### config.mk
export PLATFORM = sky130hd
export DESIGN_NAME = tctg_cordic_cell
export DESIGN_NICKNAME = d
export VERILOG_FILES = /design/src/design/tctg_pkg.sv /design/src/design/tctg_cordic_cell.sv
export SDC_FILE = /design/constraint.sdc
export NUM_CORES = 1
export LEC_CHECK = 0
export BUFFER_PORTS_ARGS = -buffer_cell sky130_fd_sc_hd__buf_2
export CORE_ASPECT_RATIO = 1.5
export CORE_UTILIZATION = 45
export CTS_CLUSTER_DIAMETER = 50
export DETAILED_ROUTE_END_ITERATION = 16
export MAX_ROUTING_LAYER = met4
export PLACE_DENSITY_LB_ADDON = 0.1
export SYNTH_ARGS = -nofsm -noshare
export SYNTH_HDL_FRONTEND = slang
export SYNTH_SLANG_ARGS = --single-unit
### constraint.sdc
create_clock -name clk -period 2.51 [get_ports clk]
set_clock_uncertainty 0.15 [all_clocks]
set_input_delay 0.1255 -clock clk [delete_from_list [all_inputs] [get_ports clk]]
set_output_delay 0.1255 -clock clk [all_outputs]
set_load 0.02 [all_outputs]
### src/design/tctg_pkg.sv
// ----------------------------------------------------------------------------
// Tilt tone generator package
// Shared widths, token types, register indexes, the arctangent table and the
// quarter-wave sine table built at elaboration.
// ----------------------------------------------------------------------------
package tctg_pkg;

	localparam int PHASE_BITS        = 32;
	localparam int ANGLE_BITS        = 16;
	localparam int CORDIC_ITERATIONS = 16;
	localparam int SINE_TABLE_BITS   = 10;

	localparam int SINE_N       = 1 << SINE_TABLE_BITS;
	localparam int ATAN_ENTRIES = 24;
	localparam int ATAN_W       = 30;
	localparam int ITER_W       = 5;
	localparam int CW           = 34;   // CORDIC datapath width, signed
	localparam int COORD_W      = 16;
	localparam int SCALE_SHIFT  = 14;
	localparam int VOL_W        = 15;
	localparam int MAG_W        = 15;
	localparam int SAMPLE_W     = 16;
	localparam int CFG_IDX_W    = 2;
	localparam int CFG_DATA_W   = 32;
	localparam int PROD_W       = PHASE_BITS + ANGLE_BITS;

	localparam longint GAIN_INV_Q30 = 64'sd652032874;

	localparam logic [7:0]              START_MARK   = 8'hAA;
	localparam logic [VOL_W-1:0]        VOLUME_RST   = VOL_W'(9830);
	localparam logic [PHASE_BITS-1:0]   MIN_STEP_RST = PHASE_BITS'(21426140);
	localparam logic [PHASE_BITS-1:0]   SPAN_STEP_RST = PHASE_BITS'(64278421);
	localparam logic [PHASE_BITS-1:0]   STEP_RST     = PHASE_BITS'(42852281);

	localparam logic signed [CW-1:0] Z_HALF = CW'(64'sd1 <<< 31);

	// frame position codes
	localparam logic [2:0] FRAME_HUNT      = 3'd0;
	localparam logic [2:0] FRAME_COORD_END = 3'd4;
	localparam logic [2:0] FRAME_LAST      = 3'd6;

	// configuration register indexes
	localparam logic [CFG_IDX_W-1:0] REG_VOLUME    = CFG_IDX_W'(0);
	localparam logic [CFG_IDX_W-1:0] REG_MIN_STEP  = CFG_IDX_W'(1);
	localparam logic [CFG_IDX_W-1:0] REG_SPAN_STEP = CFG_IDX_W'(2);

	typedef enum logic [1:0] {
		SPEC_NONE,
		SPEC_MID,
		SPEC_TOP
	} angle_spec_t;

	// token moving down the CORDIC chain: a tick or a completed frame
	typedef struct packed {
		logic               valid;
		logic               frame;
		angle_spec_t        spec;
		logic signed [CW-1:0] x;
		logic signed [CW-1:0] y;
		logic signed [CW-1:0] z;
	} cor_tok_t;

	// finished sample
	typedef struct packed {
		logic                       valid;
		logic signed [SAMPLE_W-1:0] sample;
		logic [PHASE_BITS-1:0]      step;
	} tone_tok_t;

	typedef logic [MAG_W-1:0] sine_tab_t [0:SINE_N];

	// atan(2^-i) in units of 2^-32 turn
	function automatic logic [ATAN_W-1:0] atan_f(input logic [ITER_W-1:0] i);
		logic [ATAN_W-1:0] a;
		unique case (i)
			5'd0:  a = 30'h20000000;
			5'd1:  a = 30'h12E4051E;
			5'd2:  a = 30'h09FB385B;
			5'd3:  a = 30'h051111D4;
			5'd4:  a = 30'h028B0D43;
			5'd5:  a = 30'h0145D7E1;
			5'd6:  a = 30'h00A2F61E;
			5'd7:  a = 30'h00517C55;
			5'd8:  a = 30'h0028BE53;
			5'd9:  a = 30'h00145F2F;
			5'd10: a = 30'h000A2F98;
			5'd11: a = 30'h000517CC;
			5'd12: a = 30'h00028BE6;
			5'd13: a = 30'h000145F3;
			5'd14: a = 30'h0000A2FA;
			5'd15: a = 30'h0000517D;
			5'd16: a = 30'h000028BE;
			5'd17: a = 30'h0000145F;
			5'd18: a = 30'h00000A30;
			5'd19: a = 30'h00000518;
			5'd20: a = 30'h0000028C;
			5'd21: a = 30'h00000146;
			5'd22: a = 30'h000000A3;
			5'd23: a = 30'h00000051;
			default: a = '0;
		endcase
		return a;
	endfunction

	// quarter-wave table, evaluated once at elaboration
	function automatic sine_tab_t sine_tab_build();
		sine_tab_t t;
		longint    x;
		longint    y;
		longint    z;
		longint    xs;
		longint    ys;
		longint    r;
		for (int k = 0; k <= SINE_N; k++) begin
			x = GAIN_INV_Q30;
			y = 0;
			z = longint'(k) <<< (30 - SINE_TABLE_BITS);
			for (int i = 0; i < ATAN_ENTRIES; i++) begin
				xs = x >>> i;
				ys = y >>> i;
				if (z >= 0) begin
					x = x - ys;
					y = y + xs;
					z = z - longint'(atan_f(ITER_W'(i)));
				end else begin
					x = x + ys;
					y = y - xs;
					z = z + longint'(atan_f(ITER_W'(i)));
				end
			end
			if (y < 0)
				y = 0;
			r = (y + 16384) >>> 15;
			if (r > 32767)
				r = 32767;
			t[k] = MAG_W'(r);
		end
		return t;
	endfunction

	localparam sine_tab_t SINE_TAB = sine_tab_build();

endpackage

### src/design/tctg_cordic_cell.sv
// ----------------------------------------------------------------------------
// Tilt tone generator CORDIC cell
// One vectoring micro-rotation per cell; hands its token to the next cell.
// ----------------------------------------------------------------------------
module tctg_cordic_cell (
	input  logic                        clk,
	input  logic                        arst_n,
	input  logic                        en,
	input  logic [tctg_pkg::ITER_W-1:0] iter,
	input  tctg_pkg::cor_tok_t          tok_in,
	output tctg_pkg::cor_tok_t          tok_out
);
	import tctg_pkg::*;

	logic signed [CW-1:0] xi;
	logic signed [CW-1:0] yi;
	logic signed [CW-1:0] xs;
	logic signed [CW-1:0] ys;
	logic signed [CW-1:0] at;
	cor_tok_t             nxt;
	logic                 valid_q;
	cor_tok_t             pay_q;

	always_comb begin
		xi  = tok_in.x;
		yi  = tok_in.y;
		xs  = xi >>> iter;
		ys  = yi >>> iter;
		at  = $signed({{(CW-ATAN_W){1'b0}}, atan_f(iter)});
		nxt = tok_in;
		// rotate towards the x axis
		if (yi > 0) begin
			nxt.x = xi + ys;
			nxt.y = yi - xs;
			nxt.z = tok_in.z + at;
		end else begin
			nxt.x = xi - ys;
			nxt.y = yi + xs;
			nxt.z = tok_in.z - at;
		end
	end

	always_ff @(posedge clk or negedge arst_n) begin
		if (!arst_n)
			valid_q <= 1'b0;
		else if (en)
			valid_q <= tok_in.valid;
	end

	always_ff @(posedge clk) begin
		if (en)
			pay_q <= nxt;
	end

	always_comb begin
		tok_out       = pay_q;
		tok_out.valid = valid_q;
	end

endmodule

# --- After elaboration in Yosys (flattened, before gate mapping) ---
# Memories as Yosys holds them, arrays and structs flattened.
# Cells that the tools add are included.
classes:
  addsub: 6
  mul: 0
  div: 0
  n_lt_le_gt_ge: 1
  n_eq_ne: 0
  shifts: 2
  n_mux: 1
  bitwise_logic: 0
  n_reduce_logical: 0
ops:
  columns: ["op", "count"]
  rows:
  - ["$mux 102", 1]
  - ["$add 34x34->34", 2]
  - ["$sshr 34x5->34", 2]
  - ["$sub 34x34->34", 2]
  - ["$add 34x31->34", 1]
  - ["$gt 34x1->1 const B", 1]
  - ["$sub 34x31->34", 1]
totals:
  reg_bits: 106
  latch_bits: 0
  ramBits: 0
  rom_bits: 960
  input_bits: 114
  out_inout_bits: 106
  wordCells: 17
  n_memories: 1
memory_table:
  columns: ["name", "depth", "word_bits", "rd", "rd_ports_with_merged_regs", "wr", "line_no", "text"]
  rows:
  - ["(name not given)", 32, 30, 1, 0, 0, "tctg_pkg.sv:75", "unique case (i)"]

# --- Logic depth before layout (Yosys ltp) ---
depth:
  ltp_word: 3
  mapped_depth: 27
  depth_no_buf: 22

# --- Worst setup path after synthesis ---
# No wires, ideal clock.
synth_path:
  path_kind: "input to register"
  start: "in iter[1] (netlist name)"
  end: "reg pay_q, in the netlist tok_out[32] (data pin)"
  setup_ns: 0.266
  arrival_time_ns: 5.369
  required_time_ns: 2.094
  setup_slack_ns: -3.275
  cell_stages: 23
  cell_sequence: "buf_4 clkinv_1 buf_2 buf_1 ha_1 inv_1 mux4_2 nor4_1 o211ai_1 nand2b_1 o31ai_1 xnor2_1 ha_1 and3_1 and2_1 a221o_1 a21oi_1 o21a_1 nor2_1 nor4_1 o31ai_1 o41ai_1 xnor2_1"
synth_lines:
  columns: ["item", "line_no", "text"]
  rows:
  - ["from (decl)", "tctg_cordic_cell.sv:9", "input logic [tctg_pkg::ITER_W-1:0] iter,"]
  - ["to (signal assigned)", "tctg_cordic_cell.sv:52", "pay_q <= nxt;"]
  - ["to (decl)", "tctg_cordic_cell.sv:22", "cor_tok_t pay_q;"]

==> summary.txt <==
Timing
  • Fin crit share: 214%
  • Max_slew headroom: 35.8%
  • Fin Setup TNS: -193.34 ns
  • RSZ-0062 raised after global routing: true
  • Tightest Pin Transition: 0.955 ns
  • Final hold violations: 0
  • Endpoints failing setup: 100
  • Final worst setup slack: -2.85 ns
  • Slew Limit Fails: 0
  • Fmax: 187 MHz
  • Period minus WS final: 5.36 ns

Global routing
  • Largest net degree at the start of global routing: 41
  • Global-route wire length before repair: 113000 µm
  • Initial antenna violation count: 2
  • GRT busiest layer: met2
  • Grt met1 use: 43.8%
  • Residual overflow from global routing: 0
  • Number of global-route vias before repair: 20035
  • M2 GR Usage: 73.7%
  • Met3 usage: 6.50%
  • Overall Global Routing Usage: 42.5%

Routing
  • Via count: 19995
  • ANT nets after route: 0
  • DR iter-0 viols: 1623
  • Post-Route WL: 78800 µm
  • DRC: 0
  • Avg Vias per Cell: 6.06
  • Avg WL per Cell: 23.9 µm
  • Pre-antenna DRT Iters: 8

Setup path
  • CP Launch Type: primary input
  • Flop2flop setup slack: 1.58 ns
  • Setup CP Type: primary input to flip-flop
  • Required time of the critical path: 2.50 ns
  • Crit path DAT: 5.35 ns
  • Reg-to-Reg Start: valid_q
  • Worst Setup End Kind: flip-flop
  • R2r endpoint: valid_q
  • Reg2Reg Depth: 1
  • Max FO, Critical Path: 7

Layout
  • Synthesis-to-finish area growth: 66.9%
  • Fin util: 76.1%
  • Nets: 3045
  • Share of cells above drive strength 1: 55.8%
  • Final Cell Area: 26600 µm²

Clock network
  • Clk sinks: 106
  • Worst-path clk slew: 0.08 ns
  • Htree depth: 3
  • Max clock buf depth: 2
  • Clk_lat worst skew: 0.39 ns
  • CTS tree: yes
  • CTS Root Buffer Type: clkbuf_16
  • Cts bufs inserted: 9

Synth
  • Synthesized area: 16000 µm²
  • Synthesis warning total: 0
  • Most numerous cell in the Yosys netlist: nand2_1
  • Asr flop ratio synth: 0.943%
  • Synthesized Nets: 1983
  • Post-synth top area share: 19.7%
  • Ys flop type: edfxtp_1
  • Largest cells by area after synthesis: edfxtp_1 20%, ha_1 8.6%, mux4_2 7.2%, xnor2_1 6.0%, a21oi_1 4.6%
  • Cell count after synthesis: 1756
  • EDFF count, synth: 105
  • Synth unique cells: 104
  • Area leader, netlist: edfxtp_1
  • Mapped Avg Cell Area: 9.09 µm²
  • Post-synth top cells: 150 x nand2_1, 146 x a21oi_1, 136 x nor2_1
  • Register area share after synthesis: 19.9%
  • Yosys reg bits: 106

Outcome
  • Violated checks: setup timing
  • Outcome: complete, but fails checks

Floorplanning
  • Row cnt: 84
  • Initial Util: 45.6%
  • Chip width: 156 µm
  • Core box area: 35000 µm²
  • Die height: 233 µm
  • I/O Pins: 220
  • Full die area: 36300 µm²

Place
  • Post-DP Area: 23900 µm²
  • Port Buf Inserts: 219
  • GP Congestion: 1.06
  • Hpwl dp: 59100 µm

Power and ir drop
  • Leak Pwr: 12.2 nW
  • Peak supply drop: 0.407 mV
  • Power per cell area: 522 nW/µm²
  • Total power: 0.0139 W

Worst hold path
  • WHS Path Cells: 2
  • Hold EP: tok_out[1]
  • Hold WC Path Type: primary input to flip-flop
  • Hold wc startpoint: tok_in[1]

Run
  • Max-cap violations: 0
## sequential cells by signal (all words and copies together), names as in the netlist
register,count
valid_q,1
tok_out,105
## worst max path at each step
stage | start | to | slack (ns) | cells after the start
after floorplan | iter[0] | tok_out[66] | -2.98 | 26
after global placement | iter[0] | tok_out[101] | -3.22 | 26
after detailed placement | iter[0] | tok_out[66] | -3.31 | 23
after CTS | iter[0] | tok_out[99] | -2.61 | 25
after global routing | iter[0] | tok_out[66] | -2.96 | 26
final | iter[0] | tok_out[100] | -2.85 | 25
## repair_timing
| action | 4_1_cts | 5_1_grt |
|---|---|---|
| resized for setup | 193 | 185 |
| hold buffers | 6 | 0 |
| endpoints found under the hold margin | 6 | 0 |
| setup buffers | 81 | 59 |
| pin swaps | 134 | 172 |
| setup endpoints to repair | 100 | 100 |
## routing by layer
metal | vias to the layer above | part of all wire, %
li1 | 8940 | -
met1 | 9625 | 35
met2 | 1046 | 50
met3 | 384 | 6.4
met4 | 0 | 8.4
met5 | - | 0
## through the flow
stage	hold slack [ns]	worst slack, ns	cells
after floorplan	-0.320	-2.98	1756
after global placement	-0.249	-3.22	3176
after detailed placement	-0.247	-3.31	3176
after CTS	-0.000744	-2.61	3266
after global routing	0.0210	-2.96	3297
final	0.00464	-2.85	3297
## report_power, final
part,internal (W),switching [W]
Sequential,0.00260,0.000116
Combinational,0.00463,0.00492
Clock,0.000797,0.000862
## placed cells by master, fill, tap and decap left out, drive strengths merged, types with 23 or more instances in the layout
cell type | Yosys | final
nand2b | 26 | 26
edfxtp | 105 | 105
xnor2 | 110 | 110
a31oi | 24 | 24
a211oi | 23 | 23
mux2 | 30 | 30
o21ai | 95 | 95
ha | 110 | 110
nor2b | 23 | 23
mux4 | 75 | 75
nand2 | 150 | 150
a21o | 58 | 58
o21a | 31 | 31
buf | 64 | 1143
nor3 | 28 | 28
xor2 | 57 | 57
mux2i | 63 | 63
a21oi | 148 | 148
inv | 37 | 39
nor2 | 136 | 136
nand3 | 34 | 34
## layout make-up
type,instances,area (µm²)
diodes,1,2.50
clock buffers,9,225
clock inverters,7,86.3
fillers,2462,8350
inverters,39,154
multi-input cells,1513,13800
flip-flops and latches,106,3180
well taps,473,592
repair buffers,1149,8570
## critical path, cell delays in order
cell and delay, ns:
buf_12 0.11, buf_12 0.16, buf_6 0.11, mux4_2 0.53, buf_6 0.14, a222oi_1 0.36, o211ai_1 0.21, a211oi_4 0.36
nand4_1 0.22, or3_4 0.47, buf_6 0.16, nor3_4 0.20, a21oi_2 0.10, o22ai_1 0.22, ha_1 0.30, buf_6 0.13
buf_6 0.11, a21oi_4 0.13, o31ai_4 0.08, a41oi_2 0.24, o211ai_1 0.18, nand2_1 0.13, o211a_1 0.24, a32oi_2 0.12
xor2_1 0.17
## kinds of logic after synthesis
group | share of synthesized area, %
compound gates | 23.9
simple gates | 15.6
mux | 17.2
xor+xnor | 9.16
buf+inv | 5.23
fa+ha+maj | 8.99
flops | 19.9
No activity file was read; power rests on OpenSTA's default activity.
