[src/design/tctg_pkg.sv]
// ----------------------------------------------------------------------------
// Tilt tone generator package
// Shared widths, token types, register indexes, the arctangent table and the
// quarter-wave sine table built at elaboration.
// ----------------------------------------------------------------------------
package tctg_pkg;

	localparam int PHASE_BITS        = 32;
	localparam int ANGLE_BITS        = 16;
	localparam int CORDIC_ITERATIONS = 16;
	localparam int SINE_TABLE_BITS   = 10;

	localparam int SINE_N       = 1 << SINE_TABLE_BITS;
	localparam int ATAN_ENTRIES = 24;
	localparam int ATAN_W       = 30;
	localparam int ITER_W       = 5;
	localparam int CW           = 34;   // CORDIC datapath width, signed
	localparam int COORD_W      = 16;
	localparam int SCALE_SHIFT  = 14;
	localparam int VOL_W        = 15;
	localparam int MAG_W        = 15;
	localparam int SAMPLE_W     = 16;
	localparam int CFG_IDX_W    = 2;
	localparam int CFG_DATA_W   = 32;
	localparam int PROD_W       = PHASE_BITS + ANGLE_BITS;

	localparam longint GAIN_INV_Q30 = 64'sd652032874;

	localparam logic [7:0]              START_MARK   = 8'hAA;
	localparam logic [VOL_W-1:0]        VOLUME_RST   = VOL_W'(9830);
	localparam logic [PHASE_BITS-1:0]   MIN_STEP_RST = PHASE_BITS'(21426140);
	localparam logic [PHASE_BITS-1:0]   SPAN_STEP_RST = PHASE_BITS'(64278421);
	localparam logic [PHASE_BITS-1:0]   STEP_RST     = PHASE_BITS'(42852281);

	localparam logic signed [CW-1:0] Z_HALF = CW'(64'sd1 <<< 31);

	// frame position codes
	localparam logic [2:0] FRAME_HUNT      = 3'd0;
	localparam logic [2:0] FRAME_COORD_END = 3'd4;
	localparam logic [2:0] FRAME_LAST      = 3'd6;

	// configuration register indexes
	localparam logic [CFG_IDX_W-1:0] REG_VOLUME    = CFG_IDX_W'(0);
	localparam logic [CFG_IDX_W-1:0] REG_MIN_STEP  = CFG_IDX_W'(1);
	localparam logic [CFG_IDX_W-1:0] REG_SPAN_STEP = CFG_IDX_W'(2);

	typedef enum logic [1:0] {
		SPEC_NONE,
		SPEC_MID,
		SPEC_TOP
	} angle_spec_t;

	// token moving down the CORDIC chain: a tick or a completed frame
	typedef struct packed {
		logic               valid;
		logic               frame;
		angle_spec_t        spec;
		logic signed [CW-1:0] x;
		logic signed [CW-1:0] y;
		logic signed [CW-1:0] z;
	} cor_tok_t;

	// finished sample
	typedef struct packed {
		logic                       valid;
		logic signed [SAMPLE_W-1:0] sample;
		logic [PHASE_BITS-1:0]      step;
	} tone_tok_t;

	typedef logic [MAG_W-1:0] sine_tab_t [0:SINE_N];

	// atan(2^-i) in units of 2^-32 turn
	function automatic logic [ATAN_W-1:0] atan_f(input logic [ITER_W-1:0] i);
		logic [ATAN_W-1:0] a;
		unique case (i)
			5'd0:  a = 30'h20000000;
			5'd1:  a = 30'h12E4051E;
			5'd2:  a = 30'h09FB385B;
			5'd3:  a = 30'h051111D4;
			5'd4:  a = 30'h028B0D43;
			5'd5:  a = 30'h0145D7E1;
			5'd6:  a = 30'h00A2F61E;
			5'd7:  a = 30'h00517C55;
			5'd8:  a = 30'h0028BE53;
			5'd9:  a = 30'h00145F2F;
			5'd10: a = 30'h000A2F98;
			5'd11: a = 30'h000517CC;
			5'd12: a = 30'h00028BE6;
			5'd13: a = 30'h000145F3;
			5'd14: a = 30'h0000A2FA;
			5'd15: a = 30'h0000517D;
			5'd16: a = 30'h000028BE;
			5'd17: a = 30'h0000145F;
			5'd18: a = 30'h00000A30;
			5'd19: a = 30'h00000518;
			5'd20: a = 30'h0000028C;
			5'd21: a = 30'h00000146;
			5'd22: a = 30'h000000A3;
			5'd23: a = 30'h00000051;
			default: a = '0;
		endcase
		return a;
	endfunction

	// quarter-wave table, evaluated once at elaboration
	function automatic sine_tab_t sine_tab_build();
		sine_tab_t t;
		longint    x;
		longint    y;
		longint    z;
		longint    xs;
		longint    ys;
		longint    r;
		for (int k = 0; k <= SINE_N; k++) begin
			x = GAIN_INV_Q30;
			y = 0;
			z = longint'(k) <<< (30 - SINE_TABLE_BITS);
			for (int i = 0; i < ATAN_ENTRIES; i++) begin
				xs = x >>> i;
				ys = y >>> i;
				if (z >= 0) begin
					x = x - ys;
					y = y + xs;
					z = z - longint'(atan_f(ITER_W'(i)));
				end else begin
					x = x + ys;
					y = y - xs;
					z = z + longint'(atan_f(ITER_W'(i)));
				end
			end
			if (y < 0)
				y = 0;
			r = (y + 16384) >>> 15;
			if (r > 32767)
				r = 32767;
			t[k] = MAG_W'(r);
		end
		return t;
	endfunction

	localparam sine_tab_t SINE_TAB = sine_tab_build();

endpackage

[src/design/tctg_frame.sv]
// ----------------------------------------------------------------------------
// Tilt tone generator frame parser
// Hunts for the start byte, collects x and y, and launches a token for each
// tick and each completed frame into the CORDIC chain.
// ----------------------------------------------------------------------------
module tctg_frame (
	input  logic             clk,
	input  logic             arst_n,
	input  logic             en,
	input  logic             acc,
	input  logic             action,
	input  logic [7:0]       data_byte,
	output tctg_pkg::cor_tok_t tok
);
	import tctg_pkg::*;

	logic [2:0]          pos_q;
	logic [31:0]         coord_q;
	logic                valid_q;
	cor_tok_t            pay_q;
	logic                in_frame;
	logic [1:0]          byte_sel;
	logic signed [COORD_W-1:0] xi;
	logic signed [COORD_W-1:0] yi;
	logic signed [COORD_W:0]   xn;
	logic signed [COORD_W:0]   yn;
	cor_tok_t            pre;
	logic                launch;

	assign in_frame = (pos_q != FRAME_HUNT) && (pos_q <= FRAME_LAST);
	assign byte_sel = 2'(pos_q - 3'd1);
	assign launch   = acc && (action || (in_frame && (pos_q == FRAME_LAST)));

	always_ff @(posedge clk or negedge arst_n) begin
		if (!arst_n) begin
			pos_q   <= FRAME_HUNT;
			coord_q <= '0;
		end else if (acc && !action) begin
			if (!in_frame) begin
				pos_q <= (data_byte == START_MARK) ? 3'd1 : FRAME_HUNT;
			end else begin
				if (pos_q <= FRAME_COORD_END)
					coord_q[8*byte_sel +: 8] <= data_byte;
				if (pos_q == FRAME_LAST)
					pos_q <= FRAME_HUNT;
				else
					pos_q <= pos_q + 3'd1;
			end
		end
	end

	// fold the left half-plane onto the right one and scale up
	always_comb begin
		xi = $signed(coord_q[15:0]);
		yi = $signed(coord_q[31:16]);
		pre       = '0;
		pre.valid = 1'b1;
		pre.frame = !action;
		if (xi == 0 && yi == 0)
			pre.spec = SPEC_MID;
		else if (yi == 0 && xi < 0)
			pre.spec = SPEC_TOP;
		else
			pre.spec = SPEC_NONE;
		if (xi < 0) begin
			xn    = -{xi[COORD_W-1], xi};
			yn    = -{yi[COORD_W-1], yi};
			pre.z = (yi >= 0) ? Z_HALF : -Z_HALF;
		end else begin
			xn    = {xi[COORD_W-1], xi};
			yn    = {yi[COORD_W-1], yi};
			pre.z = '0;
		end
		pre.x = {{(CW-COORD_W-1-SCALE_SHIFT){xn[COORD_W]}}, xn, {SCALE_SHIFT{1'b0}}};
		pre.y = {{(CW-COORD_W-1-SCALE_SHIFT){yn[COORD_W]}}, yn, {SCALE_SHIFT{1'b0}}};
	end

	always_ff @(posedge clk or negedge arst_n) begin
		if (!arst_n)
			valid_q <= 1'b0;
		else if (en)
			valid_q <= launch;
	end

	always_ff @(posedge clk) begin
		if (en)
			pay_q <= pre;
	end

	always_comb begin
		tok       = pay_q;
		tok.valid = valid_q;
	end

endmodule

[config.mk]
export PLATFORM = sky130hd
export DESIGN_NAME = tctg_frame
export DESIGN_NICKNAME = d
export VERILOG_FILES = /design/src/design/tctg_pkg.sv /design/src/design/tctg_frame.sv
export SDC_FILE = /design/constraint.sdc
export NUM_CORES = 1
export LEC_CHECK = 0
export ABC_CLOCK_PERIOD_IN_PS = 5100
export BUFFER_PORTS_ARGS = -buffer_cell sky130_fd_sc_hd__buf_2
export CORE_MARGIN = 1
export CORE_UTILIZATION = 40
export DETAILED_ROUTE_END_ITERATION = 12
export GPL_TIMING_DRIVEN = 0
export PLACE_DENSITY = 0.64
export SLEW_MARGIN = 30
export SYNTH_ARGS = -nofsm -noshare
export SYNTH_HDL_FRONTEND = slang
export SYNTH_SLANG_ARGS = --single-unit
[constraint.sdc]
create_clock -name clk -period 5.1 [get_ports clk]
set_clock_uncertainty 0.2 [all_clocks]
set_input_delay 0.255 -clock clk [delete_from_list [all_inputs] [get_ports clk]]
set_output_delay 0.255 -clock clk [all_outputs]
set_load 0.1 [all_outputs]
* After elaboration in Yosys (flattened, before gate mapping)
Index checks and enable logic that the tools add are counted.
Word-level totals: register bits 107, latch bits 0, memory bits (writable) 0, bits in read-only memories 0, output and inout bits 106, memories 0
Cells by class: add/sub/neg operators 5, multipliers 0, div/mod/pow operators 0, order comparisons 4, eq/ne operators 2, shifts and indexed selects 2, multiplexer cells 8, bitwise logic cells 0, reduce and logical (&&, ||, !) cells 12
Operators by type and width (number):
- $logic_not 32->1 | 2
- $mux 17 | 2
- $mux 34 | 1
- $neg 17->17 | 2
- $neg 5->34 | 1
- $shift 8x34->32 const A | 1
- $shiftx 8x34->32 | 1
- $bwmux 32 | 1
- $ge 16x1->1 const B | 1
- $lt 16x1->1 const B | 1
- $eq 8x8->1 const B | 1
- $le 3x3->1 const B | 2
- $logic_and 1x1->1 | 6
- $mux 3 | 2
- $add 3x1->3 const B | 1
- $eq 3x3->1 const B | 1
- $reduce_and 3->1 | 1
- $reduce_bool 3->1 | 1
- $mux 2 | 1
- $sub 2x1->2 const B | 1
- $logic_not 1->1 | 1
- $logic_or 1x1->1 | 1
- $mux 1 | 1

* Longest topological paths before layout
Gate-level depths: netlist of run 1.
depth in word-level cells 5, depth in mapped cells 9, mapped depth without buffers 9

* Worst setup path before layout of run 1
No wires, ideal clock.
kind register -> register, start point register coord_q[16], end point register, netlist name tok[64], data arrival time 1.943 ns, setup slack 2.687 ns, stages on the path, launching flop included 10, clock period less this slack 2.413 ns, cell sequence dfrtp_1 inv_1 ha_1 nor4b_1 nand4b_1 or4_1 inv_1 ha_1 nand2_1 o21ai_0
RTL lines:
- from (decl) | line tctg_frame.sv:18 | logic [31:0] coord_q;
- from (signal, indexed assignment) | line tctg_frame.sv:43 | coord_q[8*byte_sel +: 8] <= data_byte;

==> results of run 1 <==
## routing by layer
layer	vias up	part of all wire
li1	1485	-
met1	1311	0.44
met2	105	0.48
met3	12	0.061
met4	0	0.020
met5	-	0
## power by group
part / internal (mW) / switching (mW)
registers: 0.851 / 0.140
logic: 0.427 / 1.40
clock network: 0.282 / 0.221
## kinds of logic after synthesis
kind of cell    Yosys count  share of synthesized area
compound gates           66                     0.0979
xor+xnor                 27                     0.0590
fa+ha+maj                12                     0.0374
buf+inv                  89                      0.146
flops                    75                      0.517
other cells               1                   0.000935
simple gates            122                      0.142
## area by class of cell
| type | count | share of cell area |
|---|---|---|
| Sequential cell | 75 | 0.415 |
| Multi-Input combinational cell | 286 | 0.315 |
| Buffer | 77 | 0.108 |
| Timing Repair Buffer | 67 | 0.0752 |
| Clock buffer | 13 | 0.0361 |
| Tap cell | 133 | 0.0333 |
| Inverter | 12 | 0.00902 |
| Clock inverter | 3 | 0.00827 |
## worst reg2reg max path: stages (launching register included)
cell                       delay [ns]
sky130_fd_sc_hd__dfrtp_1         0.42
sky130_fd_sc_hd__inv_1           0.08
sky130_fd_sc_hd__ha_1            0.17
sky130_fd_sc_hd__nor4b_1         0.38
sky130_fd_sc_hd__nand4b_1        0.19
sky130_fd_sc_hd__or4_1           0.57
sky130_fd_sc_hd__inv_1           0.09
sky130_fd_sc_hd__ha_1            0.22
sky130_fd_sc_hd__nand2_1         0.06
sky130_fd_sc_hd__o21ai_0         0.08
## layout by cell type (no fill, tap or decap), types with 2 or more instances in the layout
cell / count
sky130_fd_sc_hd__conb_1: 59
sky130_fd_sc_hd__o21ai_0: 43
sky130_fd_sc_hd__or4_4: 2
sky130_fd_sc_hd__a21oi_1: 3
sky130_fd_sc_hd__o31ai_1: 6
sky130_fd_sc_hd__edfxtp_1: 39
sky130_fd_sc_hd__ha_1: 12
sky130_fd_sc_hd__and2_1: 3
sky130_fd_sc_hd__nand2b_1: 3
sky130_fd_sc_hd__or4bb_1: 2
sky130_fd_sc_hd__xor2_1: 2
sky130_fd_sc_hd__nand3_1: 4
sky130_fd_sc_hd__buf_2: 59
sky130_fd_sc_hd__o41ai_1: 5
sky130_fd_sc_hd__o211ai_1: 4
sky130_fd_sc_hd__nor3b_1: 2
sky130_fd_sc_hd__buf_4: 67
sky130_fd_sc_hd__clkbuf_1: 9
sky130_fd_sc_hd__inv_1: 12
sky130_fd_sc_hd__dfrtp_1: 36
sky130_fd_sc_hd__or4_1: 3
sky130_fd_sc_hd__clkbuf_8: 11
sky130_fd_sc_hd__xnor2_1: 25
sky130_fd_sc_hd__nand2_1: 80
sky130_fd_sc_hd__nor2_1: 8
sky130_fd_sc_hd__or2_2: 2
sky130_fd_sc_hd__nor3_1: 5
sky130_fd_sc_hd__buf_1: 2
sky130_fd_sc_hd__dlygate4sd3_1: 8
## stage by stage
stage / cell area (sq um) / hold WS, ns
4_1_cts: 4990 / 0.000174
3_5_place_dp: 4690 / 0.183
5_1_grt: 4990 / 0.0121
6_report: 4990 / 0.0122
3_3_place_gp: 4690 / 0.176
2_1_floorplan: 4230 / -0.241
## how the worst max path moves through the flow
stage,start,end,slack [ns]
after floorplan,coord_q[16],tok[64],2.69
after global placement,coord_q[17],tok[64],2.38
after detailed placement,coord_q[16],tok[64],2.36
after CTS,coord_q[17],tok[64],2.35
after global routing,coord_q[17],tok[64],2.18
final,coord_q[17],tok[64],2.36
## state kept, by name, summed over array words and instances, names as in the netlist
register	flops
pos_q	3
tok	39
valid_q	1
coord_q	32
==> impl_summary.md, run 1 <==
Layout
The post-layout instance count excluding filler cells is 666. The proportion of layout cells with a drive suffix above 1 is 0.278. The antenna cell count is 0. The share of the core filled with cells is 0.513. The final-stage net count is 553. Compared with the post-synthesis result, the final layout area differs by 24.5%.

The register area is 2070 sq um. The multi-input logic area is 1570 sq um. The number of inserted filler cells in the final layout is 902.

STA
Setup repair after global routing left no endpoint under its margin. At the pin with the least slew margin, the transition time is 0.892 ns. The clock period could shrink to 2.74 ns.

Timing would allow up to 366 MHz. The final worst-path cycle share is 0.536. The count of pins over their slew limit came to 0. The setup TNS after final layout is 0 ns.

After layout, the worst setup slack is 2.36 ns. The final count of hold timing violations is 0. Headroom to the max-slew limit came out at 0.405. Setup violations remaining at the end of the flow were counted as 0.

Synthesis
The share of flip-flops with an asynchronous set or reset is 0.480. Sorting the synthesized cells by how often they occur yields sky130_fd_sc_hd__nand2_1 (80), sky130_fd_sc_hd__buf_4 (67), sky130_fd_sc_hd__o21ai_0 (43). In this run, synthesis produced a sequential element count of 75. The most used flip-flop cell after synthesis is sky130_fd_sc_hd__edfxtp_1.

Summed over all instances, the cell type with the most area after synthesis is sky130_fd_sc_hd__edfxtp_1. The distinct cell type count of the synthesized netlist is 39. Ranked by total cell area, the synthesized netlist is headed by sky130_fd_sc_hd__edfxtp_1 (29%), sky130_fd_sc_hd__dfrtp_1 (22%), sky130_fd_sc_hd__buf_4 (13%). Yosys instantiated no cell more often than sky130_fd_sc_hd__nand2_1. The number of warnings issued by yosys is 0.

After synthesis the cells add up to 4010 sq um. The cell count after synthesis is 392. The area share of the largest cell type after synthesis is 0.292. The number of flops mapped to enable cells by yosys is 39. The post-synthesis sequential area ratio is 0.517. Each instance of the synthesized netlist takes up on average 10.2 sq um.

Global routing
The met3 usage in global routing is 0.0369. The via count of the first global-routing pass is 2734. Entering global routing, the biggest net connects 42 pins. The global-route usage over all layers is 0.163. The initial antenna violation count was 0.

The met1 track demand over resource in global routing is 0.200. For this run, global-route usage on met2 was measured as 0.269. The total overflow left after global routing is 0. The global routing stage identified its most utilized layer as met2.

The first global-routing pass estimated 12.7 mm of wire.

Setup path
The critical path endpoint category is a flip-flop. The worst register-to-register path has a depth of 9. The delay contributed by the slowest stage of the critical path is 0.57 ns.

The arrival time at the worst endpoint is 2.62 ns. The library cell contributing the largest single delay on the critical path is sky130_fd_sc_hd__or4_1. The largest delay contributor family on the critical path is simple AND/OR/NAND/NOR gates. The required arrival time at the worst endpoint is 4.99 ns. The critical path goes through inv_1, ha_1, nor4b_1, nand4b_1, or4_1, inv_1, ha_1, nand2_1, o21ai_0. By startpoint and endpoint, the worst setup path is classified as reg2reg.

In this run the critical register-to-register path is captured at tok[64]. The worst register-to-register path has a setup slack of 2.36 ns. The number of buffer and inverter stages on the critical path is 2.

The number of logic stages on the critical path including buffering is 9. The largest fanout of any net on the critical path is 4. STA classifies the critical path startpoint as a flip-flop. The startpoint identified for the worst register-to-register timing path is coord_q[17].

Floorplanning
From left edge to right edge, the die measures 102 um. The row count is 36. For this design the top-level I/O count stands at 119. The core region is 9730 sq um. The starting utilization of the core area is 0.412. The die covers 10400 sq um. The vertical die dimension is 102 um.

Clocking
CTS saw 75 sinks. The post-CTS setup buffer count is 0. For this design, the CTS-stage hold fixing added 8 buffers.

Clock-pin slew was measured on the worst setup and hold paths at 0.08 ns. The library cell used as clock root buffer is sky130_fd_sc_hd__clkbuf_8. Buffers inserted during clock tree synthesis total 9.

The later pin in the worst-skew pair is clocked with a latency of 0.36 ns. The post-cts gate resize count is 0. The buffer levels on the longest clock path is 2.

The total number of H-tree levels is 3. The CTS tree is built.

Routing
The total via count in the routed design is 2913. The total wire length after detailed routing is 8.01 mm. In the final routed layout, each cell accounts on average for 12.0 um. The number of nets with antenna violations after detailed routing is 0. The initial detailed-routing violation count is 157. In the routed design, unresolved DRC markers number 0. Using the TritonRoute via totals, the vias-per-cell ratio works out to 4.37. Before antenna repair, the detailed router went through 6 iterations.

Power and ir drop
Summed over all cells, the static leakage comes to 2.35 nW. The total power divided by cell area is 665 nW/um^2. VDD sags by at most 0.309 mV.

The post-route total power is 3.32 mW.

Worst hold path
For hold timing, the worst endpoint is coord_q[14]. In this run the worst hold path is classified as in2reg. The startpoint of the worst hold path is data_byte[6].

Along the worst hold path, the cell count comes to 3.

Placement
The final weighted congestion in routability-driven placement is 0.797. In this run the tool buffered the top-level ports with 59 buffer cells. The final HPWL from detailed placement is 5.79 mm.

The number of placed instances, taps included, is 642. Before CTS, the worst setup slack after placement is 2.36 ns.

Outcome
The run finished with clean final reports.

Run
The total of max-cap violations is 0.
(Power assumes the default switching activity.)
==> run 2, diff against run 1 <==
ABC_CLOCK_PERIOD_IN_PS = 2600   (was 5100)
clock period = 2.6 ns   (was 5.1 ns; I/O delays follow)
==> impl_summary.md, run 2 (synthesis results as in run 1) <==
Routing
The number of vias per cell after detailed routing is 4.37 (-0.15%). The residual DRC count is 0 (unchanged). The wire length per cell is 12.0 um (-0.60%).

The total wire length after detailed routing came to 8.01 mm (unchanged). The total via count in the routed design is 2926 (+0.45%). The detailed-router iteration count before antenna repair came to 6 (unchanged). The number of nets with antenna violations after detailed routing is 0 (unchanged). The initial detailed-routing violation count is 150 (-4.5%).

Setup path
The type of the worst setup path is reg2reg. The endpoint of the worst register-to-register path is tok[98]. The worst register-to-register path begins at coord_q[10]. The launch point of the critical path is coord_q[10]. The required arrival time at the worst endpoint is 2.51 ns (-2.48 ns).

The critical path endpoint category is a flip-flop. The largest fanout of any net on the critical path is 4 (unchanged). STA classifies the critical path startpoint as a flip-flop. The number of cells on the worst reg-to-reg path is 5 (-4). The arrival time at the worst endpoint is 2.41 ns (-0.21 ns). The flop-to-flop setup slack is 0.09 ns (-2.27 ns).

Placement
The final weighted congestion in routability-driven placement was 0.797 (unchanged). The worst setup timing slack at the placement stage came to -0.136 ns (-2.50 ns). The final HPWL from detailed placement is 5.79 mm (unchanged).

The total cell area at the placement stage is 4690 sq um (unchanged). The number of port buffers is 59 (unchanged).

STA
The post-route minimum period is 2.51 ns (-0.229 ns). The transition at the pin with the smallest max-transition slack is 0.890 ns (-0.00251 ns). The count of pins over their slew limit is 0 (unchanged). Setup repair after global routing could not meet its margin everywhere. The count of endpoints failing setup in the final report was 0 (unchanged).

The setup TNS after final layout was 0 ns (unchanged). The worst-case headroom to the max-slew limit was 0.407 (+0.00168). The setup slack of the critical path after layout came to 0.0936 ns (-2.27 ns).

The final worst-path cycle share came to 0.964 (+0.428). The maximum achievable frequency was 399 MHz (+9.1%). The final count of hold timing violations is 0 (unchanged).

Layout
The flip-flop count of the largest register after layout is 39 (unchanged). The library cell used most frequently in the layout, excluding fill and tap cells, is sky130_fd_sc_hd__nand2_1. The antenna cell count is 0 (unchanged). The final-stage net count was 557 (+0.72%). The proportion of layout cells with a drive suffix above 1 is 0.283 (+0.00538). The layout-stage area growth over the synthesis result is 26.0%. The finished layout cell area is 5060 sq um (+1.3%). The share of the core filled with cells came to 0.520 (+0.00656). The number of inserted filler cells in the final layout came to 899 (-0.33%).

In the layout the commonest cells are sky130_fd_sc_hd__nand2_1 (80), sky130_fd_sc_hd__buf_4 (67), sky130_fd_sc_hd__conb_1 (59), sky130_fd_sc_hd__buf_2 (59), sky130_fd_sc_hd__o21ai_0 (43).

Floorplanning
The die outline area is 10400 sq um (unchanged). The vertical die dimension is 102 um (unchanged). The core area is 9730 sq um (unchanged).

The starting utilization of the core area is 0.412 (unchanged). The number of placed I/O pins is 119 (unchanged). The row count is 36 (unchanged). The horizontal extent of the die was 102 um (unchanged).

Run
The total of max-cap violations is 0 (unchanged).

Clocking
The CTS tree is built. The CTS buffer count is 9 (unchanged). The total number of H-tree levels is 3 (unchanged).

The post-CTS clock slew at the launch and capture registers of the worst setup and hold paths is 0.08 ns (about the same). The later-pin clock latency in the skew report is 0.36 ns (about the same). The tree is rooted in a sky130_fd_sc_hd__clkbuf_8. The TritonCTS sink count is 75 (unchanged). The buffer levels on the longest clock path is 2 (unchanged).

Power and ir drop
The total power divided by cell area is 1300 nW/um^2 (+96%). The peak ir drop on the vdd network is 0.605 mV (+96%). The post-route total power was 6.59 mW (+98%). The leakage power summed over all cells is 2.38 nW (+1.1%).

Global routing
The initial antenna violation count is 0 (unchanged). The wire length of the first global-routing pass is 12.8 mm (+0.49%). The pin count of the biggest net entering global routing is 42 (unchanged). The global-route usage over all layers came to 0.164 (+0.000882). The global route total overflow is 0 (unchanged).

The via count of the first global-routing pass is 2770 (+1.3%).

Outcome
The flow ran to the end, and the final reports show no timing, DRC or antenna violations.

Worst hold path
The worst hold path class is in2async.
[run 2: cell types whose count changed in the layout (fill, tap and decap cells not counted)]
cell,previous run,this run
sky130_fd_sc_hd__dfrtp_1,36,35
sky130_fd_sc_hd__dfrtp_2,0,1
sky130_fd_sc_hd__dlygate4sd3_1,8,12
sky130_fd_sc_hd__nor4b_1,1,0
sky130_fd_sc_hd__nor4b_4,0,1
sky130_fd_sc_hd__or4_1,3,1
sky130_fd_sc_hd__or4_4,2,4
[run 2: layout make-up]
type	instances	area (sq um)	share of cell area
inverters	12	45.0	0.00891
well taps	133	166	0.0329
clock buffers	13	180	0.0356
plain buffers	77	541	0.107
repair buffers	71	415	0.0822
multi-input cells	286	1590	0.315
flip-flops and latches	75	2070	0.410
clock inverters	3	41.3	0.00817
[run 2: worst max-delay path by stage]
| stage | endpoint | slack [ns] |
|---|---|---|
| CTS | tok[64] | 0.04 |
| detailed placement | tok[64] | -0.14 |
| global route | tok[64] | -0.04 |
| floorplan | tok[64] | 0.19 |
| finish | tok[98] | 0.09 |
| global placement | tok[64] | -0.12 |
[run 2: through the flow]
stage / hold slack (ns) / instances
2_1_floorplan: -0.366 / 450
3_3_place_gp: 0.0512 / 642
3_5_place_dp: 0.0578 / 642
4_1_cts: 0.210 / 670
5_1_grt: 0.254 / 670
6_report: 0.178 / 670
[run 2: critical path, cell delays in order, from the launching register on]
cell	delay, ns
sky130_fd_sc_hd__dfrtp_1	0.43
sky130_fd_sc_hd__or4_4	0.58
sky130_fd_sc_hd__or4_1	0.45
sky130_fd_sc_hd__nor3_1	0.18
sky130_fd_sc_hd__ha_1	0.26
sky130_fd_sc_hd__and2_1	0.15
[run 2: timing repair]
item,4_1_cts,5_1_grt
hold buffers,12,0
setup buffers,0,0
hold endpoints to repair,70,0
pin swaps,0,0
gates resized for setup,2,3
setup endpoints to repair,2,14
[run 2: metal layers]
layer | GRT usage | wire (um) | up-vias
met5 | 0 | 0 | -
met1 | 0.201 | 3500 | 1299
li1 | - | - | 1495
met4 | 0.0802 | 163 | 0
met2 | 0.271 | 3830 | 120
met3 | 0.0410 | 517 | 12
[run 2: power by group]
part / leakage [nW] / total, mW / switching (mW) / internal (mW)
registers: 0.893 / 1.96 / 0.286 / 1.67
clock network: 0.115 / 0.984 / 0.431 / 0.554
logic: 1.37 / 3.65 / 2.74 / 0.912
